### src/sv/hipl_pkg.sv
// Shared types and constants of the HTTP IP-list response parser.
`default_nettype none

package hipl_pkg;

   typedef enum logic [1:0] {
      KIND_IP_CHAR = 2'd0,
      KIND_IP_END  = 2'd1,
      KIND_SUMMARY = 2'd2
   } hipl_kind_type;

   typedef enum logic [2:0] {
      PH_STATUS = 3'd0,
      PH_HEADER = 3'd1,
      PH_PRE    = 3'd2,
      PH_IP     = 3'd3,
      PH_TTL    = 3'd4,
      PH_DONE   = 3'd5
   } hipl_phase_type;

   typedef enum logic [1:0] {
      TS_PRE    = 2'd0,
      TS_WS     = 2'd1,
      TS_DIGITS = 2'd2,
      TS_END    = 2'd3
   } hipl_ttl_stage_type;

   typedef struct packed {
      logic [7:0] data_byte;
      logic       end_of_data;
   } hipl_req_type;

   typedef struct packed {
      hipl_kind_type      kind;
      logic [7:0]         char_value;
      logic [4:0]         ip_index;
      logic               status_ok;
      logic [4:0]         ip_count;
      logic signed [31:0] ttl_value;
      logic               last;
   } hipl_rsp_type;

   // Up to two results come out of one input byte, in this order.
   typedef struct packed {
      logic         first_vld;
      hipl_rsp_type first;
      logic         second_vld;
      hipl_rsp_type second;
   } hipl_push_type;

   localparam logic [7:0] CH_NUL   = 8'h00;
   localparam logic [7:0] CH_TAB   = 8'h09;
   localparam logic [7:0] CH_NL    = 8'h0A;
   localparam logic [7:0] CH_CR    = 8'h0D;
   localparam logic [7:0] CH_SPACE = 8'h20;
   localparam logic [7:0] CH_PLUS  = 8'h2B;
   localparam logic [7:0] CH_COMMA = 8'h2C;
   localparam logic [7:0] CH_MINUS = 8'h2D;
   localparam logic [7:0] CH_ZERO  = 8'h30;
   localparam logic [7:0] CH_TWO   = 8'h32;
   localparam logic [7:0] CH_NINE  = 8'h39;
   localparam logic [7:0] CH_COLON = 8'h3A;
   localparam logic [7:0] CH_SEMI  = 8'h3B;

   localparam logic [1:0]  MATCH_LAST = 2'd3;
   localparam logic [31:0] TTL_CAP    = 32'h8000_0000;
   localparam logic [31:0] TTL_MAX    = 32'h7FFF_FFFF;

endpackage

`default_nettype wire

### src/sv/hipl_parser.sv
// Per-byte parse state and result generation of the response parser.
`default_nettype none

module hipl_parser
   import hipl_pkg::*;
#(
   parameter int MAX_IPS = 16
) (
   input  wire logic          clock,
   input  wire logic          reset,
   input  wire logic          step,
   input  wire hipl_req_type  req,
   output hipl_push_type      push
);

   localparam int CNT_W = $clog2(MAX_IPS + 1);

   hipl_phase_type     phase_ff, phase_st, phase_in;
   hipl_ttl_stage_type ttl_stage_ff, ttl_stage_st, ttl_stage_in;
   logic [1:0]         match_ff, match_st, match_in;
   logic               found_ff, found_st, found_in;
   logic               colon_ff, colon_st, colon_in;
   logic               nonempty_ff, nonempty_st, nonempty_in;
   logic               token_ff, token_st, token_in;
   logic [CNT_W-1:0]   cnt_ff, cnt_st, cnt_in;
   logic [CNT_W-1:0]   idx_ff, idx_st, idx_in;
   logic [31:0]        acc_ff, acc_st, acc_in;
   logic               neg_ff, neg_st, neg_in;

   logic [7:0]  b;
   logic        eod;
   logic        zero_hit;
   logic        is_comma;
   logic        is_semi;
   logic        is_digit;
   logic        is_sign;
   logic        is_ws;
   logic        in_ip;
   logic        close_evt;
   logic        char_evt;
   logic        open_evt;
   logic [35:0] acc_wide;
   logic [31:0] acc_mul;
   logic [31:0] ttl_out;

   assign b        = req.data_byte;
   assign eod      = req.end_of_data;
   assign zero_hit = (b == CH_NUL) && (phase_ff != PH_DONE);
   assign is_comma = (b == CH_COMMA);
   assign is_semi  = (b == CH_SEMI);
   assign is_digit = (b >= CH_ZERO) && (b <= CH_NINE);
   assign is_sign  = (b == CH_PLUS) || (b == CH_MINUS);
   assign is_ws    = (b == CH_SPACE) || ((b >= CH_TAB) && (b <= CH_CR));

   // A byte reaches the ip list in the body, or ends the leading commas.
   assign in_ip     = !zero_hit &&
                      ((phase_ff == PH_IP) || ((phase_ff == PH_PRE) && !is_comma));
   assign close_evt = token_ff &&
                      ((zero_hit && (phase_ff == PH_IP)) || (in_ip && (is_comma || is_semi)));
   assign char_evt  = in_ip && !is_comma && !is_semi;
   assign open_evt  = char_evt && !token_ff;

   // acc * 10 + digit; the low nibble of an ASCII digit is its value
   assign acc_wide = ({4'b0, acc_ff} << 3) + ({4'b0, acc_ff} << 1) + {32'b0, b[3:0]};
   assign acc_mul  = (acc_wide > {4'b0, TTL_CAP}) ? TTL_CAP : acc_wide[31:0];

   // next state
   always_comb begin
      phase_st     = phase_ff;
      ttl_stage_st = ttl_stage_ff;
      match_st     = match_ff;
      found_st     = found_ff;
      colon_st     = colon_ff;
      nonempty_st  = nonempty_ff;
      token_st     = token_ff;
      cnt_st       = cnt_ff;
      idx_st       = idx_ff;
      acc_st       = acc_ff;
      neg_st       = neg_ff;
      if (zero_hit) begin
         phase_st = PH_DONE;
      end else begin
         case (phase_ff)
            PH_STATUS: begin
               if (b == CH_NL) begin
                  if (nonempty_ff) begin
                     phase_st = found_ff ? PH_HEADER : PH_DONE;
                  end
                  nonempty_st = 1'b0;
                  colon_st    = 1'b0;
               end else begin
                  nonempty_st = 1'b1;
                  if (!found_ff) begin
                     if (match_ff == 2'd0) begin
                        match_st = (b == CH_TWO) ? 2'd1 : 2'd0;
                     end else if ((match_ff != MATCH_LAST) && (b == CH_ZERO)) begin
                        match_st = match_ff + 2'd1;
                     end else if ((match_ff == MATCH_LAST) && (b == CH_SPACE)) begin
                        found_st = 1'b1;
                        match_st = 2'd0;
                     end else begin
                        match_st = (b == CH_TWO) ? 2'd1 : 2'd0;
                     end
                  end
               end
            end
            PH_HEADER: begin
               if (b == CH_NL) begin
                  if (nonempty_ff && !colon_ff) begin
                     phase_st = PH_PRE;
                  end
                  nonempty_st = 1'b0;
                  colon_st    = 1'b0;
               end else begin
                  nonempty_st = 1'b1;
                  if (b == CH_COLON) begin
                     colon_st = 1'b1;
                  end
               end
            end
            PH_PRE: begin
               if (!is_comma) begin
                  phase_st = PH_IP;
               end
            end
            PH_IP: begin
               if (is_comma) begin
                  phase_st = PH_TTL;
               end
            end
            PH_TTL: begin
               case (ttl_stage_ff)
                  TS_PRE, TS_WS: begin
                     if (is_comma) begin
                        if (ttl_stage_ff == TS_WS) begin
                           ttl_stage_st = TS_END;
                        end
                     end else if (is_ws) begin
                        ttl_stage_st = TS_WS;
                     end else if (is_sign) begin
                        neg_st       = (b == CH_MINUS);
                        ttl_stage_st = TS_DIGITS;
                     end else if (is_digit) begin
                        acc_st       = {28'b0, b[3:0]};
                        ttl_stage_st = TS_DIGITS;
                     end else begin
                        ttl_stage_st = TS_END;
                     end
                  end
                  TS_DIGITS: begin
                     if (is_digit) begin
                        acc_st = acc_mul;
                     end else begin
                        ttl_stage_st = TS_END;
                     end
                  end
                  default: ;
               endcase
            end
            default: ;
         endcase
      end
      if (close_evt) begin
         token_st = 1'b0;
      end
      if (open_evt) begin
         token_st = 1'b1;
         idx_st   = cnt_ff;
         if (cnt_ff < CNT_W'(MAX_IPS)) begin
            cnt_st = CNT_W'(cnt_ff + 1'b1);
         end
      end
   end

   // the summary returns everything to the reset values
   always_comb begin
      if (eod) begin
         phase_in     = PH_STATUS;
         ttl_stage_in = TS_PRE;
         match_in     = 2'd0;
         found_in     = 1'b0;
         colon_in     = 1'b0;
         nonempty_in  = 1'b0;
         token_in     = 1'b0;
         cnt_in       = '0;
         idx_in       = '0;
         acc_in       = '0;
         neg_in       = 1'b0;
      end else begin
         phase_in     = phase_st;
         ttl_stage_in = ttl_stage_st;
         match_in     = match_st;
         found_in     = found_st;
         colon_in     = colon_st;
         nonempty_in  = nonempty_st;
         token_in     = token_st;
         cnt_in       = cnt_st;
         idx_in       = idx_st;
         acc_in       = acc_st;
         neg_in       = neg_st;
      end
   end

   always_ff @(posedge clock) begin
      if (reset) begin
         phase_ff     <= PH_STATUS;
         ttl_stage_ff <= TS_PRE;
         match_ff     <= 2'd0;
         found_ff     <= 1'b0;
         colon_ff     <= 1'b0;
         nonempty_ff  <= 1'b0;
         token_ff     <= 1'b0;
         cnt_ff       <= '0;
         idx_ff       <= '0;
         acc_ff       <= '0;
         neg_ff       <= 1'b0;
      end else if (step) begin
         phase_ff     <= phase_in;
         ttl_stage_ff <= ttl_stage_in;
         match_ff     <= match_in;
         found_ff     <= found_in;
         colon_ff     <= colon_in;
         nonempty_ff  <= nonempty_in;
         token_ff     <= token_in;
         cnt_ff       <= cnt_in;
         idx_ff       <= idx_in;
         acc_ff       <= acc_in;
         neg_ff       <= neg_in;
      end
   end

   assign ttl_out = neg_st ? (32'd0 - acc_st) : ((acc_st > TTL_MAX) ? TTL_MAX : acc_st);

   // results
   always_comb begin
      push.first_vld        = step && (close_evt || char_evt);
      push.first.kind       = char_evt ? KIND_IP_CHAR : KIND_IP_END;
      push.first.char_value = char_evt ? b : 8'd0;
      push.first.ip_index   = 5'({{5{1'b0}}, idx_st});
      push.first.status_ok  = 1'b0;
      push.first.ip_count   = 5'({{5{1'b0}}, cnt_st});
      push.first.ttl_value  = '0;
      push.first.last       = 1'b0;

      push.second_vld        = step && eod;
      push.second.kind       = KIND_SUMMARY;
      push.second.char_value = 8'd0;
      push.second.ip_index   = 5'd0;
      push.second.status_ok  = found_st && (cnt_st != '0);
      push.second.ip_count   = 5'({{5{1'b0}}, cnt_st});
      push.second.ttl_value  = ttl_out;
      push.second.last       = 1'b1;
   end

endmodule

`default_nettype wire

### src/sv/hipl_rsp_queue.sv
// Three-entry result queue between the parser and the result channel.
`default_nettype none

module hipl_rsp_queue
   import hipl_pkg::*;
(
   input  wire logic          clock,
   input  wire logic          reset,
   input  wire hipl_push_type push,
   input  wire logic          pop,
   output logic               room,
   output logic               head_vld,
   output hipl_rsp_type       head
);

   localparam int DEPTH = 3;

   hipl_rsp_type q_ff [DEPTH];
   hipl_rsp_type q_in [DEPTH];
   logic [1:0]   level_ff, level_in;
   logic [1:0]   base;
   logic [1:0]   n_push;
   logic         p0_vld;
   logic         p1_vld;
   hipl_rsp_type p0;

   assign p0_vld = push.first_vld || push.second_vld;
   assign p1_vld = push.first_vld && push.second_vld;
   assign p0     = push.first_vld ? push.first : push.second;
   assign n_push = {1'b0, p0_vld} + {1'b0, p1_vld};

   // a byte may bring two results, so take one only with two slots free
   assign room     = (level_ff <= 2'd1);
   assign head_vld = (level_ff != 2'd0);
   assign head     = q_ff[0];
   assign base     = level_ff - {1'b0, pop};
   assign level_in = base + n_push;

   always_comb begin
      for (int i = 0; i < DEPTH; i++) begin
         q_in[i] = q_ff[i];
      end
      if (pop) begin
         for (int i = 0; i < DEPTH - 1; i++) begin
            q_in[i] = q_ff[i + 1];
         end
      end
      if (p0_vld) begin
         q_in[base] = p0;
      end
      if (p1_vld) begin
         q_in[2'(base + 2'd1)] = push.second;
      end
   end

   always_ff @(posedge clock) begin
      for (int i = 0; i < DEPTH; i++) begin
         q_ff[i] <= q_in[i];
      end
   end

   always_ff @(posedge clock) begin
      if (reset) begin
         level_ff <= 2'd0;
      end else begin
         level_ff <= level_in;
      end
   end

endmodule

`default_nettype wire

### src/sv/http_ip_list_response_parser.sv
// HTTP IP-list response parser: byte stream in, ip characters and summary out.
//
// req_*: one response byte per transfer; end_of_data marks the final byte.
// rsp_*: one result per transfer: an ip character, the end of an ip token,
//    or the closing summary (last = 1) with status, ip count and TTL.
// Each accepted byte updates the parse state in the cycle it is accepted and
// its results land in a three-entry result queue; the queue is registered, so
// rsp_valid is high in the cycle after a byte transfer that queues a result.
// Throughput is one byte per cycle while the receiver keeps up. A byte that
// causes two results (a result plus the summary) fills two queue slots;
// req_ready drops while fewer than two queue slots are free.
// When the receiver stalls, results wait in the queue and input continues
// until the queue holds two results.
// Reset empties the queue and returns the parser to the status line; the
// summary of each response does the same for the next one.
`default_nettype none

module http_ip_list_response_parser
   import hipl_pkg::*;
#(
   parameter int MAX_IPS = 16
) (
   input  wire logic         clock,
   input  wire logic         reset,
   input  wire logic         req_valid,
   output logic              req_ready,
   input  wire hipl_req_type req_data,
   output logic              rsp_valid,
   input  wire logic         rsp_ready,
   output hipl_rsp_type      rsp_data
);

   hipl_push_type push;
   logic          req_xfer;
   logic          rsp_xfer;

   assign req_xfer = req_valid && req_ready;
   assign rsp_xfer = rsp_valid && rsp_ready;

   hipl_parser #(
      .MAX_IPS(MAX_IPS)
   ) u_parser (
      .clock(clock),
      .reset(reset),
      .step (req_xfer),
      .req  (req_data),
      .push (push)
   );

   hipl_rsp_queue u_queue (
      .clock   (clock),
      .reset   (reset),
      .push    (push),
      .pop     (rsp_xfer),
      .room    (req_ready),
      .head_vld(rsp_valid),
      .head    (rsp_data)
   );

   a_eod_gives_rsp: assert property (@(posedge clock) disable iff (reset)
      req_xfer && req_data.end_of_data |=> rsp_valid)
      else $error("summary not queued after final byte");

   a_stall_means_full: assert property (@(posedge clock) disable iff (reset)
      !req_ready |-> rsp_valid)
      else $error("input stalled with empty result queue");

   a_last_is_summary: assert property (@(posedge clock) disable iff (reset)
      rsp_valid && rsp_data.last |-> rsp_data.kind == KIND_SUMMARY)
      else $error("last flag on a non-summary result");

endmodule

`default_nettype wire
### config.mk
export PLATFORM = sky130hd
export DESIGN_NAME = http_ip_list_response_parser
export DESIGN_NICKNAME = d
export VERILOG_FILES = /design/src/sv/hipl_pkg.sv /design/src/sv/hipl_parser.sv /design/src/sv/hipl_rsp_queue.sv /design/src/sv/http_ip_list_response_parser.sv
export SDC_FILE = /design/constraint.sdc
export NUM_CORES = 1
export LEC_CHECK = 0
export ABC_AREA = 1
export BUFFER_PORTS_ARGS = -buffer_cell sky130_fd_sc_hd__buf_2
export CAP_MARGIN = 0
export CORE_UTILIZATION = 54
export DETAILED_ROUTE_END_ITERATION = 16
export HOLD_SLACK_MARGIN = 0.1
export PLACE_DENSITY_LB_ADDON = 0.1
export SLEW_MARGIN = 30
export SYNTH_ARGS = -nofsm -noshare
export SYNTH_HDL_FRONTEND = slang
export SYNTH_HIERARCHICAL = 1
export SYNTH_SLANG_ARGS = --single-unit
### constraint.sdc
create_clock -name clock -period 4.3 [get_ports clock]
set_input_delay 0.43 -clock clock [delete_from_list [all_inputs] [get_ports clock]]
set_output_delay 0.43 -clock clock [all_outputs]
set_load 0.01 [all_outputs]
==> results.sh <==
export IMPL_crit_path_start_kind="register"
export IMPL_timing_critical_path_mode_cell="sky130_fd_sc_hd__nand2_1"
export IMPL_timing_reg2reg_worst_path_depth=33
export IMPL_drt_initial_drc_count=1961
export IMPL_grt_start_max_net_pins=107
export IMPL_number_of_clock_sinks=218
export IMPL_clk_pin_slew_ns=0.06
export IMPL_full_die_area_um2=36400
export IMPL_layout_worst_path_cycle_share_pct=107.2
export IMPL_post_synthesis_to_final_layout_area_growth_pct=23.13
export IMPL_timing_worst_slew_pin_value_ns=0.9220
export IMPL_cp_arrival_ns=5.04
export IMPL_critical_path_required_ns=4.73
export IMPL_synth_largest_type_area_fraction_pct=26.00
export IMPL_cts_hold_repair_buffers=0
export IMPL_fraction_of_final_layout_cells_with_drive_strength_greater_than_1_pct=21.65
export IMPL_yosysTopAreaCell="sky130_fd_sc_hd__nand2_1"
export IMPL_slew_headroom_pct=38.46
export IMPL_syn_area_per_cell_um2=5.580
export IMPL_core_rowCount=68
export IMPL_critical_path_max_fanout=7
export IMPL_status="finished, violations left"
export IMPL_cellPowerDensity_nw_per_um2=482.4
export IMPL_yosys_warnings=6
export IMPL_antenna_cells_inserted=0
export IMPL_initial_core_util_pct=55.30
export IMPL_yosys_cell_count_top_type="sky130_fd_sc_hd__nand2_1"
export IMPL_timing_fmax_ghz=0.2169
export IMPL_drtAntennaViolNets=0
export IMPL_synthDistinctLibCells=50
export IMPL_clk_latency_ns=0.56
export IMPL_syn_area_um2=19240
export IMPL_setup_worst_path_class="reg -> reg"
export IMPL_post_route_drc_count=0
export IMPL_clockRootBuffer="sky130_fd_sc_hd__clkbuf_16"
export IMPL_netlist_top_cells_count="sky130_fd_sc_hd__nand2_1 (1333), sky130_fd_sc_hd__inv_1 (476), sky130_fd_sc_hd__nand3_1 (415)"
export IMPL_rsz0062_at_grt="yes"
export IMPL_top_level_ports=69
export IMPL_via_count_of_the_first_global_routing_pass=20714
export IMPL_vdd_drop_max_mv=0.4138
export IMPL_timing_critical_path_to_type="register"
export IMPL_route_final_wire_length_um=67780
export IMPL_gpl_final_weighted_congestion=1.000
export IMPL_first_pass_grt_wire_length_um=107000
export IMPL_setup_violating_endpoint_count_in_the_final_report=90
export IMPL_flip_flop_and_latch_count_after_synthesis=218
export IMPL_finish_utilization_pct=68.09
export IMPL_worst_path_max_delay_cell="sky130_fd_sc_hd__fa_1"
export IMPL_finalWorstSetupSlack_ns=-0.3107
export IMPL_timing_final_max_slew_violations=0
export IMPL_maxCapViolations=0
export IMPL_synth_edff_count=0
export IMPL_rrSetupSlack_ns=-0.31
export IMPL_hold_depth=4
export IMPL_finClkSkew_ns=0.02712
export IMPL_place_hpwl_um=47520
export IMPL_max_clock_path_buffers=3
export IMPL_synth_ff_type="sky130_fd_sc_hd__dfxtp_1"
export IMPL_first_pass_iters=6
export IMPL_postSynthCellCount=3449
export IMPL_cts_buffers_inserted=26
export IMPL_synth_top_cells_by_area="sky130_fd_sc_hd__nand2_1 (26%), sky130_fd_sc_hd__dfxtp_1 (23%), sky130_fd_sc_hd__nand3_1 (11%), sky130_fd_sc_hd__inv_1 (9.3%), sky130_fd_sc_hd__ha_1 (4.6%)"
export IMPL_async_reset_ff_share_pct=0
export IMPL_violations="negative setup slack"
export IMPL_vias=22259
export IMPL_chipWidth_um=190.8
export IMPL_critPathMaxStageDelay_ns=0.48
export IMPL_tritoncts_clock_tree="yes"
export IMPL_total_power_mw=11.43
export IMPL_placement_io_buffers=68
export IMPL_timing_final_hold_violations=0
export IMPL_grt_util_all_layers_pct=36.60
export IMPL_cellLeakagePower_nw=12.68
export IMPL_antenna_violations_before_repair=0
export IMPL_routed_via_density=5.351
export IMPL_globalRouteOverflowTotal=0
export IMPL_period_minus_slack_ns=4.611
export IMPL_post_drt_wl_per_cell_um=16.29
export IMPL_core_area_um2=34800
export IMPL_hold_class="in -> reg"
export IMPL_finalNetCount=3775
export IMPL_htreeDepth=1
export IMPL_synth_sequential_area_ratio_pct=22.68
export IMPL_die_height_um=190.8
==> sequential cells by signal, summed over array words and instances, names as in the netlist <==
name                   cells
u_parser/ttl_stage_ff      2
u_parser/match_ff          2
u_queue/q_ff             162
u_parser/phase_ff          3
u_parser/found_ff          1
u_parser/cnt_ff            5
u_parser/neg_ff            1
u_queue/level_ff           2
u_parser/acc_ff           32
u_parser/nonempty_ff       1
u_parser/token_ff          1
u_parser/colon_ff          1
u_parser/idx_ff            5
==> through the flow <==
step | TNS [ns] | instances | setup WS (ns) | instance area (um2) | hold slack [ns]
after floorplan | 0 | 3498 | 0.01069 | 19430 | 0.4437
after global placement | -52.69 | 4073 | -0.7507 | 21400 | 0.4524
after detailed placement | -55.87 | 4073 | -0.7630 | 21400 | 0.4551
after CTS | -6.908 | 4141 | -0.1556 | 22980 | 0.2703
after global routing | -42.85 | 4160 | -0.5327 | 23700 | 0.3110
final | -16.99 | 4160 | -0.3107 | 23700 | 0.3001
==> where the power goes <==
| part | internal, mW | switching, mW |
|---|---|---|
| sequential | 2.83 | 0.360 |
| combinational | 2.19 | 3.83 |
| clock | 1.32 | 0.905 |
==> placed cells by master, fill, tap and decap left out, drive strengths merged <==
| cell type | n |
|---|---|
| a2111oi | 1 |
| a211oi | 3 |
| a21oi | 131 |
| a221oi | 2 |
| a22oi | 2 |
| a31oi | 3 |
| a41oi | 1 |
| and2 | 4 |
| buf | 433 |
| bufinv | 1 |
| clkbuf | 40 |
| clkinv | 4 |
| conb | 51 |
| dfxtp | 218 |
| fa | 2 |
| ha | 70 |
| inv | 493 |
| nand2 | 1357 |
| nand3 | 422 |
| nand3b | 4 |
| nand4 | 31 |
| nor2 | 194 |
| nor3 | 21 |
| nor4 | 2 |
| o2111ai | 1 |
| o211ai | 2 |
| o21a | 3 |
| o21ai | 170 |
| o21bai | 4 |
| o221ai | 1 |
| o22ai | 7 |
| o311ai | 2 |
| o31ai | 2 |
| or2 | 1 |
| xnor2 | 6 |
| xor2 | 16 |
==> cells by family after synthesis <==
family | after synthesis | share of synthesized area [%]
flops | 218 | 22.68
buf+inv | 764 | 17.91
other cells | 2 | 0.03902
compound gates | 335 | 9.297
fa+ha+maj | 72 | 4.759
xor+xnor | 22 | 1.001
simple gates | 2036 | 44.32
==> per-layer routing <==
layer	global-route usage, %	wire length, um	vias to the layer above
met4	13.88	2323	0
met1	48.99	28630	10063
met2	59.03	30470	973
met3	5.374	6363	174
li1	-	-	11049
met5	0	0	-
==> critical path, delay by kind of cell (launching register included) <==
kind,cells,cell delay (ns)
simple gates,21,2.04
xor+xnor,2,0.23
flops,1,0.33
compound gates,1,0.26
buf+inv,7,0.78
fa+ha+maj,2,0.84
==> worst paths after layout <==
path	endpoint	startpoint
worst max-delay path	u_queue/q_ff[0][68]	u_parser/acc_ff[0]
worst min-delay path	u_parser/phase_ff[1]	req_data[0]
worst max register to register	u_queue/q_ff[0][68]	u_parser/acc_ff[0]
worst min register to register	u_parser/idx_ff[2]	u_parser/idx_ff[2]
==> final cells by class <==
| class | instances | area, um2 |
|---|---|---|
| clock inverters | 4 | 60.06 |
| well taps | 455 | 569.3 |
| clock buffers | 39 | 789.5 |
| fillers | 3242 | 11100 |
| repair buffers | 434 | 3373 |
| flip-flops and latches | 218 | 4377 |
| inverters | 494 | 1859 |
| multi-input cells | 2516 | 12670 |
==> timing repair <==
item | 4_1_cts | 5_1_grt
endpoints found under the setup margin | 93 | 96
pin swaps | 76 | 117
resized for setup | 161 | 148
setup buffers | 24 | 18
gates cloned | 1 | 1
Power figures use the tool's default switching activity.
